--- config.mk ---
export PLATFORM = sky130hd
export DESIGN_NAME = manchester_edge_time_decoder
export DESIGN_NICKNAME = d
export VERILOG_FILES = /design/src/mted_pkg.sv /design/src/mted_csr.sv /design/src/mted_front.sv /design/src/mted_queue.sv /design/src/mted_back.sv /design/src/manchester_edge_time_decoder.sv
export SDC_FILE = /design/constraint.sdc
export NUM_CORES = 1
export LEC_CHECK = 0
export BUFFER_PORTS_ARGS = -buffer_cell sky130_fd_sc_hd__buf_2
export CAP_MARGIN = 30
export CORE_MARGIN = 2
export CORE_UTILIZATION = 36
export CTS_CLUSTER_SIZE = 20
export DETAILED_ROUTE_END_ITERATION = 6
export PLACE_DENSITY = 0.52
export SLEW_MARGIN = 30
export SYNTH_ARGS = -nofsm -noshare
export SYNTH_HDL_FRONTEND = slang
export SYNTH_SLANG_ARGS = --single-unit
--- constraint.sdc ---
create_clock -name clock -period 4.5 [get_ports clock]
set_clock_uncertainty 0.1 [all_clocks]
set_input_delay 0.9 -clock clock [delete_from_list [all_inputs] [get_ports clock]]
set_output_delay 0.9 -clock clock [all_outputs]
set_load 0.02 [all_outputs]
--- src/mted_pkg.sv ---
`timescale 1ns / 1ps
// ---------------------------------------------------------------------------
// Manchester edge time decoder package
// Shared widths, register map, reset values and the types that travel
// between the register file, the classifier, the queue and the decoder.
// ---------------------------------------------------------------------------
package mted_pkg;

   // Field widths.
   localparam int TIME_BITS  = 16;
   localparam int BYTE_BITS  = 8;
   localparam int INDEX_BITS = 3;
   localparam int COUNT_BITS = BYTE_BITS + INDEX_BITS;

   // Register port widths.
   localparam int ADDR_BITS = 4;
   localparam int DATA_BITS = 32;

   // Queue between the classifier and the decoder.
   localparam int QUEUE_DEPTH    = 2;
   localparam int QUEUE_PTR_BITS = $clog2(QUEUE_DEPTH);
   localparam int QUEUE_CNT_BITS = $clog2(QUEUE_DEPTH + 1);

   // Register reset values.
   localparam logic [TIME_BITS-1:0] CLOCK_2T_RESET     = 16'd256;
   localparam logic [TIME_BITS-1:0] EDGE_TIMEOUT_RESET = 16'd4096;
   localparam logic [BYTE_BITS-1:0] MAX_BYTES_RESET    = 8'd8;

   // Register index, taken from the word address.
   typedef enum logic [1:0] {
      REG_CLOCK_2T     = 2'd0,
      REG_EDGE_TIMEOUT = 2'd1,
      REG_MAX_BYTES    = 2'd2
   } reg_index_type;

   // Configuration as seen by the datapath.
   typedef struct packed {
      logic [TIME_BITS-1:0] clock_2t;
      logic [TIME_BITS-1:0] edge_timeout;
      logic [BYTE_BITS-1:0] max_bytes;
   } csr_type;

   // One classified edge interval.
   typedef struct packed {
      logic start;
      logic init_bit;
      logic is_short;
      logic is_long;
   } item_class_type;

endpackage

--- src/mted_csr.sv ---
`timescale 1ns / 1ps
// ---------------------------------------------------------------------------
// Register file
// Holds the bit period, the maximum edge length and the byte limit, written
// and read through the APB-style port.
// ---------------------------------------------------------------------------
module mted_csr
   import mted_pkg::*;
(
   input  logic                 clock,
   input  logic                 reset,
   input  logic                 psel,
   input  logic                 penable,
   input  logic                 pwrite,
   input  logic [ADDR_BITS-1:0] paddr,
   input  logic [DATA_BITS-1:0] pwdata,
   output logic [DATA_BITS-1:0] prdata,
   output logic                 pready,
   output csr_type              csr
);

   logic [TIME_BITS-1:0] clock_2t_ff;
   logic [TIME_BITS-1:0] clock_2t_in;
   logic [TIME_BITS-1:0] edge_timeout_ff;
   logic [TIME_BITS-1:0] edge_timeout_in;
   logic [BYTE_BITS-1:0] max_bytes_ff;
   logic [BYTE_BITS-1:0] max_bytes_in;
   logic                 write_en;
   reg_index_type        index;

   assign pready   = 1'b1;
   assign write_en = psel & penable & pwrite;
   assign index    = reg_index_type'(paddr[3:2]);

   // Next register values on a write transfer.
   always_comb begin
      clock_2t_in     = clock_2t_ff;
      edge_timeout_in = edge_timeout_ff;
      max_bytes_in    = max_bytes_ff;
      if (write_en) begin
         case (index)
            REG_CLOCK_2T:     clock_2t_in     = pwdata[TIME_BITS-1:0];
            REG_EDGE_TIMEOUT: edge_timeout_in = pwdata[TIME_BITS-1:0];
            REG_MAX_BYTES:    max_bytes_in    = pwdata[BYTE_BITS-1:0];
            default: ;
         endcase
      end
   end

   always_ff @(posedge clock) begin
      if (reset) begin
         clock_2t_ff     <= CLOCK_2T_RESET;
         edge_timeout_ff <= EDGE_TIMEOUT_RESET;
         max_bytes_ff    <= MAX_BYTES_RESET;
      end else begin
         clock_2t_ff     <= clock_2t_in;
         edge_timeout_ff <= edge_timeout_in;
         max_bytes_ff    <= max_bytes_in;
      end
   end

   // Read data.
   always_comb begin
      case (index)
         REG_CLOCK_2T:     prdata = {{(DATA_BITS-TIME_BITS){1'b0}}, clock_2t_ff};
         REG_EDGE_TIMEOUT: prdata = {{(DATA_BITS-TIME_BITS){1'b0}}, edge_timeout_ff};
         REG_MAX_BYTES:    prdata = {{(DATA_BITS-BYTE_BITS){1'b0}}, max_bytes_ff};
         default:          prdata = '0;
      endcase
   end

   assign csr.clock_2t     = clock_2t_ff;
   assign csr.edge_timeout = edge_timeout_ff;
   assign csr.max_bytes    = max_bytes_ff;

endmodule

--- src/mted_front.sv ---
`timescale 1ns / 1ps
// ---------------------------------------------------------------------------
// Interval classifier
// Accepts edge intervals and sorts each into short, long or out of window
// against limits derived from the bit period.
// ---------------------------------------------------------------------------
module mted_front
   import mted_pkg::*;
(
   input  csr_type              csr,
   input  logic                 req_valid,
   output logic                 req_ready,
   input  logic [TIME_BITS-1:0] req_edge_duration,
   input  logic                 req_frame_start,
   input  logic                 req_initial_bit,
   input  logic                 queue_full,
   output logic                 push,
   output item_class_type       push_item
);

   logic [TIME_BITS+1:0] times3;
   logic [TIME_BITS+2:0] times5;
   logic [TIME_BITS-3:0] short_lo;
   logic [TIME_BITS-1:0] short_hi;
   logic [TIME_BITS:0]   long_hi;
   logic                 in_range;

   assign req_ready = ~queue_full;
   assign push      = req_valid & ~queue_full;

   // Window limits: 2T/4, 3*2T/4 and 5*2T/4, each rounded down.
   assign times3   = {1'b0, csr.clock_2t, 1'b0} + {2'b00, csr.clock_2t};
   assign times5   = {1'b0, csr.clock_2t, 2'b00} + {3'b000, csr.clock_2t};
   assign short_lo = csr.clock_2t[TIME_BITS-1:2];
   assign short_hi = times3[TIME_BITS+1:2];
   assign long_hi  = times5[TIME_BITS+2:2];

   assign in_range = req_edge_duration < csr.edge_timeout;

   // Both windows are exclusive at each end.
   assign push_item.start    = req_frame_start;
   assign push_item.init_bit = req_initial_bit;
   assign push_item.is_short = in_range
                             & (req_edge_duration > {2'b00, short_lo})
                             & (req_edge_duration < short_hi);
   assign push_item.is_long  = in_range
                             & (req_edge_duration > short_hi)
                             & ({1'b0, req_edge_duration} < long_hi);

endmodule

--- src/mted_queue.sv ---
`timescale 1ns / 1ps
// ---------------------------------------------------------------------------
// Classified item queue
// A short first-in first-out queue between the classifier and the decoder.
// ---------------------------------------------------------------------------
module mted_queue
   import mted_pkg::*;
(
   input  logic           clock,
   input  logic           reset,
   input  logic           push,
   input  item_class_type push_item,
   output logic           full,
   input  logic           pop,
   output logic           head_valid,
   output item_class_type head_item
);

   item_class_type                entry_ff [QUEUE_DEPTH];
   logic [QUEUE_PTR_BITS-1:0]     wr_ptr_ff;
   logic [QUEUE_PTR_BITS-1:0]     wr_ptr_in;
   logic [QUEUE_PTR_BITS-1:0]     rd_ptr_ff;
   logic [QUEUE_PTR_BITS-1:0]     rd_ptr_in;
   logic [QUEUE_CNT_BITS-1:0]     count_ff;
   logic [QUEUE_CNT_BITS-1:0]     count_in;

   localparam logic [QUEUE_CNT_BITS-1:0] FULL_COUNT = QUEUE_CNT_BITS'(QUEUE_DEPTH);
   localparam logic [QUEUE_PTR_BITS-1:0] LAST_PTR   = QUEUE_PTR_BITS'(QUEUE_DEPTH - 1);

   assign full       = (count_ff == FULL_COUNT);
   assign head_valid = (count_ff != '0);
   assign head_item  = entry_ff[rd_ptr_ff];

   // Pointer and fill count update.
   always_comb begin
      wr_ptr_in = wr_ptr_ff;
      rd_ptr_in = rd_ptr_ff;
      count_in  = count_ff;
      if (push) begin
         wr_ptr_in = (wr_ptr_ff == LAST_PTR) ? '0 : wr_ptr_ff + 1'b1;
      end
      if (pop) begin
         rd_ptr_in = (rd_ptr_ff == LAST_PTR) ? '0 : rd_ptr_ff + 1'b1;
      end
      if (push && !pop) begin
         count_in = count_ff + 1'b1;
      end else if (pop && !push) begin
         count_in = count_ff - 1'b1;
      end
   end

   always_ff @(posedge clock) begin
      if (reset) begin
         wr_ptr_ff <= '0;
         rd_ptr_ff <= '0;
         count_ff  <= '0;
      end else begin
         wr_ptr_ff <= wr_ptr_in;
         rd_ptr_ff <= rd_ptr_in;
         count_ff  <= count_in;
      end
   end

   // Entry storage.
   always_ff @(posedge clock) begin
      if (push) begin
         entry_ff[wr_ptr_ff] <= push_item;
      end
   end

endmodule

--- src/mted_back.sv ---
`timescale 1ns / 1ps
// ---------------------------------------------------------------------------
// Bit decoder
// Turns classified intervals into bits, packs them into bytes MSB first and
// drives the registered result channel.
// ---------------------------------------------------------------------------
module mted_back
   import mted_pkg::*;
(
   input  logic                  clock,
   input  logic                  reset,
   input  csr_type               csr,
   input  logic                  head_valid,
   input  item_class_type        head_item,
   output logic                  pop,
   output logic                  rsp_valid,
   input  logic                  rsp_ready,
   output logic [BYTE_BITS-1:0]  rsp_data_byte,
   output logic [COUNT_BITS-1:0] rsp_bits_received,
   output logic                  rsp_desync,
   output logic                  rsp_last
);

   // Decoder state.
   logic                  frame_active_ff;
   logic                  frame_active_in;
   logic                  previous_bit_ff;
   logic                  previous_bit_in;
   logic                  pending_short_ff;
   logic                  pending_short_in;
   logic [BYTE_BITS-1:0]  shift_byte_ff;
   logic [BYTE_BITS-1:0]  shift_byte_in;
   logic [INDEX_BITS-1:0] bit_index_ff;
   logic [INDEX_BITS-1:0] bit_index_in;
   logic [BYTE_BITS-1:0]  byte_count_ff;
   logic [BYTE_BITS-1:0]  byte_count_in;

   // Result register.
   logic                  rsp_valid_ff;
   logic                  rsp_valid_in;
   logic [BYTE_BITS-1:0]  data_byte_ff;
   logic [BYTE_BITS-1:0]  data_byte_in;
   logic [COUNT_BITS-1:0] bits_received_ff;
   logic [COUNT_BITS-1:0] bits_received_in;
   logic                  desync_ff;
   logic                  desync_in;
   logic                  last_ff;
   logic                  last_in;

   logic [BYTE_BITS-1:0]  byte_limit;

   // A byte limit of zero acts as one.
   assign byte_limit = (csr.max_bytes == '0) ? BYTE_BITS'(1) : csr.max_bytes;

   // The head item is taken whenever the result register is free or drains.
   assign pop = head_valid & (~rsp_valid_ff | rsp_ready);

   always_comb begin
      logic                 emit;
      logic                 fail;
      logic                 shift_bit;
      logic                 bit_value;
      logic [BYTE_BITS-1:0] next_shift;
      logic [BYTE_BITS-1:0] next_count;

      emit       = 1'b0;
      fail       = 1'b0;
      shift_bit  = 1'b0;
      bit_value  = 1'b0;
      next_shift = '0;
      next_count = '0;

      frame_active_in  = frame_active_ff;
      previous_bit_in  = previous_bit_ff;
      pending_short_in = pending_short_ff;
      shift_byte_in    = shift_byte_ff;
      bit_index_in     = bit_index_ff;
      byte_count_in    = byte_count_ff;

      data_byte_in     = data_byte_ff;
      bits_received_in = bits_received_ff;
      desync_in        = desync_ff;
      last_in          = last_ff;

      if (pop) begin
         // A frame start seeds a fresh frame, dropping any frame in progress.
         if (head_item.start) begin
            frame_active_in  = 1'b1;
            previous_bit_in  = head_item.init_bit;
            pending_short_in = 1'b0;
            shift_byte_in    = '0;
            bit_index_in     = '0;
            byte_count_in    = '0;
         end

         if (frame_active_in) begin
            // Decode: a long interval flips the bit, two shorts keep it.
            if (pending_short_in) begin
               pending_short_in = 1'b0;
               if (!head_item.is_short) begin
                  fail = 1'b1;
               end else begin
                  bit_value = previous_bit_in;
                  shift_bit = 1'b1;
               end
            end else if (head_item.is_long) begin
               bit_value = ~previous_bit_in;
               shift_bit = 1'b1;
            end else if (head_item.is_short) begin
               pending_short_in = 1'b1;
            end else begin
               fail = 1'b1;
            end

            if (fail) begin
               // Out of window or unpaired: report partial byte, end frame.
               emit             = 1'b1;
               data_byte_in     = shift_byte_in;
               bits_received_in = {byte_count_in, bit_index_in};
               desync_in        = 1'b1;
               last_in          = 1'b1;
               frame_active_in  = 1'b0;
               pending_short_in = 1'b0;
            end else if (shift_bit) begin
               next_shift      = {shift_byte_in[BYTE_BITS-2:0], bit_value};
               previous_bit_in = bit_value;
               if (bit_index_in == '1) begin
                  // Byte complete.
                  next_count       = byte_count_in + 1'b1;
                  emit             = 1'b1;
                  data_byte_in     = next_shift;
                  bits_received_in = {next_count, {INDEX_BITS{1'b0}}};
                  desync_in        = 1'b0;
                  last_in          = (next_count >= byte_limit);
                  shift_byte_in    = '0;
                  bit_index_in     = '0;
                  byte_count_in    = next_count;
                  if (next_count >= byte_limit) begin
                     frame_active_in = 1'b0;
                  end
               end else begin
                  shift_byte_in = next_shift;
                  bit_index_in  = bit_index_in + 1'b1;
               end
            end
         end
         rsp_valid_in = emit;
      end else begin
         rsp_valid_in = rsp_valid_ff & ~rsp_ready;
      end
   end

   // Control state.
   always_ff @(posedge clock) begin
      if (reset) begin
         frame_active_ff  <= 1'b0;
         previous_bit_ff  <= 1'b0;
         pending_short_ff <= 1'b0;
         shift_byte_ff    <= '0;
         bit_index_ff     <= '0;
         byte_count_ff    <= '0;
         rsp_valid_ff     <= 1'b0;
      end else begin
         frame_active_ff  <= frame_active_in;
         previous_bit_ff  <= previous_bit_in;
         pending_short_ff <= pending_short_in;
         shift_byte_ff    <= shift_byte_in;
         bit_index_ff     <= bit_index_in;
         byte_count_ff    <= byte_count_in;
         rsp_valid_ff     <= rsp_valid_in;
      end
   end

   // Result payload.
   always_ff @(posedge clock) begin
      data_byte_ff     <= data_byte_in;
      bits_received_ff <= bits_received_in;
      desync_ff        <= desync_in;
      last_ff          <= last_in;
   end

   assign rsp_valid         = rsp_valid_ff;
   assign rsp_data_byte     = data_byte_ff;
   assign rsp_bits_received = bits_received_ff;
   assign rsp_desync        = desync_ff;
   assign rsp_last          = last_ff;

endmodule

--- src/manchester_edge_time_decoder.sv ---
`timescale 1ns / 1ps
// Decodes a Manchester stream from measured times between edges. One edge
// interval is accepted per clock cycle while the queue has room; a
// classifier sorts it into short, long or out of window, and a two-entry
// queue carries it to the decoder, which loads any result into a registered
// output at the same edge at which it takes the item. A full byte yields one
// result; a frame ends after the byte limit, on an out-of-window interval or
// on a short that a second short does not follow. The sustained rate
// is one item per cycle as long as results are taken as they appear; a
// stalled result holds the decoder, and the queue then fills and drops
// req_ready.
// ---------------------------------------------------------------------------
// Manchester edge time decoder
// Top level: register file, interval classifier, queue and bit decoder.
// ---------------------------------------------------------------------------
module manchester_edge_time_decoder
   import mted_pkg::*;
(
   input  logic                  clock,
   input  logic                  reset,
   input  logic                  req_valid,
   output logic                  req_ready,
   input  logic [TIME_BITS-1:0]  req_edge_duration,
   input  logic                  req_frame_start,
   input  logic                  req_initial_bit,
   output logic                  rsp_valid,
   input  logic                  rsp_ready,
   output logic [BYTE_BITS-1:0]  rsp_data_byte,
   output logic [COUNT_BITS-1:0] rsp_bits_received,
   output logic                  rsp_desync,
   output logic                  rsp_last,
   input  logic                  psel,
   input  logic                  penable,
   input  logic                  pwrite,
   input  logic [ADDR_BITS-1:0]  paddr,
   input  logic [DATA_BITS-1:0]  pwdata,
   output logic [DATA_BITS-1:0]  prdata,
   output logic                  pready
);

   csr_type        csr;
   logic           queue_full;
   logic           push;
   item_class_type push_item;
   logic           pop;
   logic           head_valid;
   item_class_type head_item;

   mted_csr u_csr (
      .clock   (clock),
      .reset   (reset),
      .psel    (psel),
      .penable (penable),
      .pwrite  (pwrite),
      .paddr   (paddr),
      .pwdata  (pwdata),
      .prdata  (prdata),
      .pready  (pready),
      .csr     (csr)
   );

   mted_front u_front (
      .csr               (csr),
      .req_valid         (req_valid),
      .req_ready         (req_ready),
      .req_edge_duration (req_edge_duration),
      .req_frame_start   (req_frame_start),
      .req_initial_bit   (req_initial_bit),
      .queue_full        (queue_full),
      .push              (push),
      .push_item         (push_item)
   );

   mted_queue u_queue (
      .clock      (clock),
      .reset      (reset),
      .push       (push),
      .push_item  (push_item),
      .full       (queue_full),
      .pop        (pop),
      .head_valid (head_valid),
      .head_item  (head_item)
   );

   mted_back u_back (
      .clock             (clock),
      .reset             (reset),
      .csr               (csr),
      .head_valid        (head_valid),
      .head_item         (head_item),
      .pop               (pop),
      .rsp_valid         (rsp_valid),
      .rsp_ready         (rsp_ready),
      .rsp_data_byte     (rsp_data_byte),
      .rsp_bits_received (rsp_bits_received),
      .rsp_desync        (rsp_desync),
      .rsp_last          (rsp_last)
   );

endmodule
==> run metrics <==
hold-fix buffers at CTS=0; synthesis warning total=0; max-slew violation total from the final report=0; clock tree root buffer cell=clkbuf_16; kind of end point of the critical path=flop; Distinct cells, synth=68; initial antenna violation count=0; crit path max fanout=5; boundary pin count=117; TritonRoute pass-1 iters=4; most area-hungry cell type in the Yosys netlist=dfxtp_1; minimum period implied by the final worst setup slack=4040 ps; RSZ-0062 raised after global routing=false; launching element type of the critical path=flop; routed length per placed instance=15.4 µm; Post-synth EDFFs=29; Setup Fix Bufs, Post-CTS=0; clock input transition at the sequential cells of the worst setup and hold paths=70 ps; crit-path max cell delay=430 ps; synth top area cells=dfxtp_1, ha_1, edfxtp_1, nand2_1, a21oi_1; Worst Tran Pin Value=785 ps; main combinational cell family by area after synthesis=compound AO/OA/AOI/OAI gates; top-area cell type share of the netlist area=roughly 18%; Die Area=21700 µm²; leakage power figure=about 3.5 nW; via count of the first global-routing pass=roughly 6200; class of the most critical setup path=flop to flop; required arrival time at the worst endpoint=4610 ps; global-route wire length before repair=31600 µm; total power per unit cell area=312 nW/µm²; clock tree buffer depth=2; maximum level of the CTS H-tree=3; final setup fails=0; GR Util All Layers=18.0%; class of the tightest hold or removal check=flop to flop; Largest delay share family, worst path=compound AO/OA/AOI/OAI gates; synthesized instance count=886; Max transition margin=a little under half; maximum frequency from static timing analysis=0.248 GHz; total power consumption of the routed design=2.63 mW; post-synthesis share of cell area spent on and, or, nand and nor gates=18.6%; number of placement rows=52; Synth Area in XOR/XNOR=4.75%; list of most frequent post-synthesis cells=nand2_1, ha_1, a21oi_1; setup TNS=0 ps; Sink Count=97; number of buffers inserted by port buffering=81; Post-Synthesis Cell Area=7380 µm²; most common cell type on the critical path=a211oi_1; largest vdd supply drop=0.000152 V; via count=6440; Final Routed Wirelength=19100 µm; number of violations of the max-capacitance limit=0; maximum number of pins on one net before global-route repair=a little under 60; most numerous cell in the Yosys netlist=nand2_1; adder-cell share of the synthesized area=17.7%; compound-cell area share of the yosys netlist=between 10% and 20%; Post-route DRC=0; final hold vios=0; Layout area overhead=14.1%; critical path buffer and inverter count=1; cell-by-cell listing of the critical path=ha_1 > fa_1 > a211oi_1 > nor2_1 > o21ai_0 > a311oi_1 > xnor2_1 > ha_1 > a21oi_1 > o21ai_0 > a2111o_1 > a211oi_1 > a211oi_1 > nor4bb_1 > buf_4; flops & latches, synth=97; vias per std cell=5.20; Die Wd=around 150 µm; Synth async-reset ratio=0%; starting DRC count in detailed routing=around 330; result of the run=finished clean; placed wire-length estimate after detailed placement=15100 µm; final layout net count=1128; average cell area after synthesis=8.33 µm²; ANT cells=0; Starting Density=between 30% and 40%; share of layout cells above drive strength 1=13.4%; clock buffers created by TritonCTS=9; Core Footprint=20200 µm²; post-synthesis sequential area ratio=30.3%; Critical-path top delay cell=fa_1; TritonCTS clock tree=built; multiplexer area fraction after synthesis=3.71%; Period Utilization, post-route=89.7%; Primary FF master, synth=dfxtp_1; worst-skew pair later-pin latency=350 ps; Worst Hold Slack=376 ps; RePlAce Congestion=roughly 0.83; flop-to-flop setup slack=460 ps; Detail Route Antenna Nets=0; FILL cells=2091; Arrival @ worst endpoint=4150 ps; total congestion overflow=0; height of the die=147 µm; CTS-repair resized insts=0
-- worst paths after layout --
check / startpoint / endpoint / depth (start not counted)
min: u_csr.edge_timeout_ff[10]$_SDFFE_PP0P_ / u_csr.edge_timeout_ff[10]$_SDFFE_PP0P_ / 2
max: u_csr.clock_2t_ff[0]$_SDFFE_PP0P_ / u_queue.entry_ff[1][0]$_DFFE_PP_ / 15
min reg2reg: u_csr.edge_timeout_ff[10]$_SDFFE_PP0P_ / u_csr.edge_timeout_ff[10]$_SDFFE_PP0P_ / 2
max reg2reg: u_csr.clock_2t_ff[0]$_SDFFE_PP0P_ / u_queue.entry_ff[1][0]$_DFFE_PP_ / 15
-- state kept, by name, summed over array words and instances (netlist names), 2 cells and up, named ones only --
signal / cells
u_back.bit_index_ff: 3
u_back.byte_count_ff: 8
u_back.rsp_bits_received: 11
u_back.rsp_data_byte: 8
u_back.shift_byte_ff: 8
u_csr.clock_2t_ff: 16
u_csr.edge_timeout_ff: 16
u_csr.max_bytes_ff: 8
u_queue.count_ff: 2
u_queue.entry_ff: 8
-- power by group --
part | internal (mW) | switching (mW)
sequential | 0.984 | 0.0657
combinational | 0.248 | 0.445
clock | 0.547 | 0.338
total | 1.78 | 0.848
-- cell families (layout without fill, tap and decap cells) --
group,Yosys count,count (layout)
AND/OR/NAND/NOR,300,300
AO/OA/AOI/OAI,224,224
adder cells (fa/ha/maj),103,103
XOR/XNOR,40,40
other,2,17
multiplexers,24,24
flip-flops,97,97
buffers and inverters,96,164
-- cells in the final DEF (no fill, tap or decap), types with 5 or more instances in the layout --
master and instances:
nor2b_1 6, and2_1 7, buf_4 17, and4_1 5, nor2_1 64, a21o_1 15
edfxtp_1 29, a211oi_1 10, xnor2_1 17, and3_1 9, nand2_1 133, a21oi_1 95
o21a_1 6, mux2i_1 18, nor4_1 6, inv_1 49, ha_1 101, conb_1 17
o21ai_0 39, buf_2 81, nand4_1 11, nand3_1 26, a22o_1 14, dfxtp_1 68
nor3_1 10, clkbuf_16 9, xor2_1 23
-- final cells by class --
cell class / count / area (µm²) / share of cell area, %
Tap cell: 270 / 338 / 4.01
Clock inverter: 6 / 116 / 1.38
Clock buffer: 10 / 229 / 2.72
Inverter: 50 / 188 / 2.23
Multi-Input combinational cell: 708 / 4780 / 56.8
Timing Repair Buffer: 98 / 533 / 6.33
Sequential cell: 97 / 2230 / 26.5
-- per-layer routing --
layer / up-vias / routed length (µm) / global-route usage, %
met4: 0 / 272 / 4.95
li1: 3305 / - / -
met2: 82 / 9520 / 32.1
met3: 19 / 379 / 1.49
met5: - / 0 / 0
met1: 3034 / 8930 / 23.3
-- metrics by stage --
step | area (µm²) | utilization (%) | setup slack [ps] | std cells
3_5_place_dp | 8070 | 40.0 | 461 | 1223
6_report | 8420 | 41.7 | 463 | 1239
4_1_cts | 8420 | 41.7 | 428 | 1239
3_3_place_gp | 8070 | 40.0 | 418 | 1223
2_1_floorplan | 7430 | - | 952 | 901
5_1_grt | 8420 | 41.7 | 66.6 | 1239
-- worst min-delay path, delay by kind of cell (launching register included) --
kind | cells | cell delay [ps]
AOI/OAI and AO/OA | 1 | 50
DFF | 1 | 320
and+or+nand+nor | 1 | 60
Note: power is estimated with default switching activity, not from simulation.
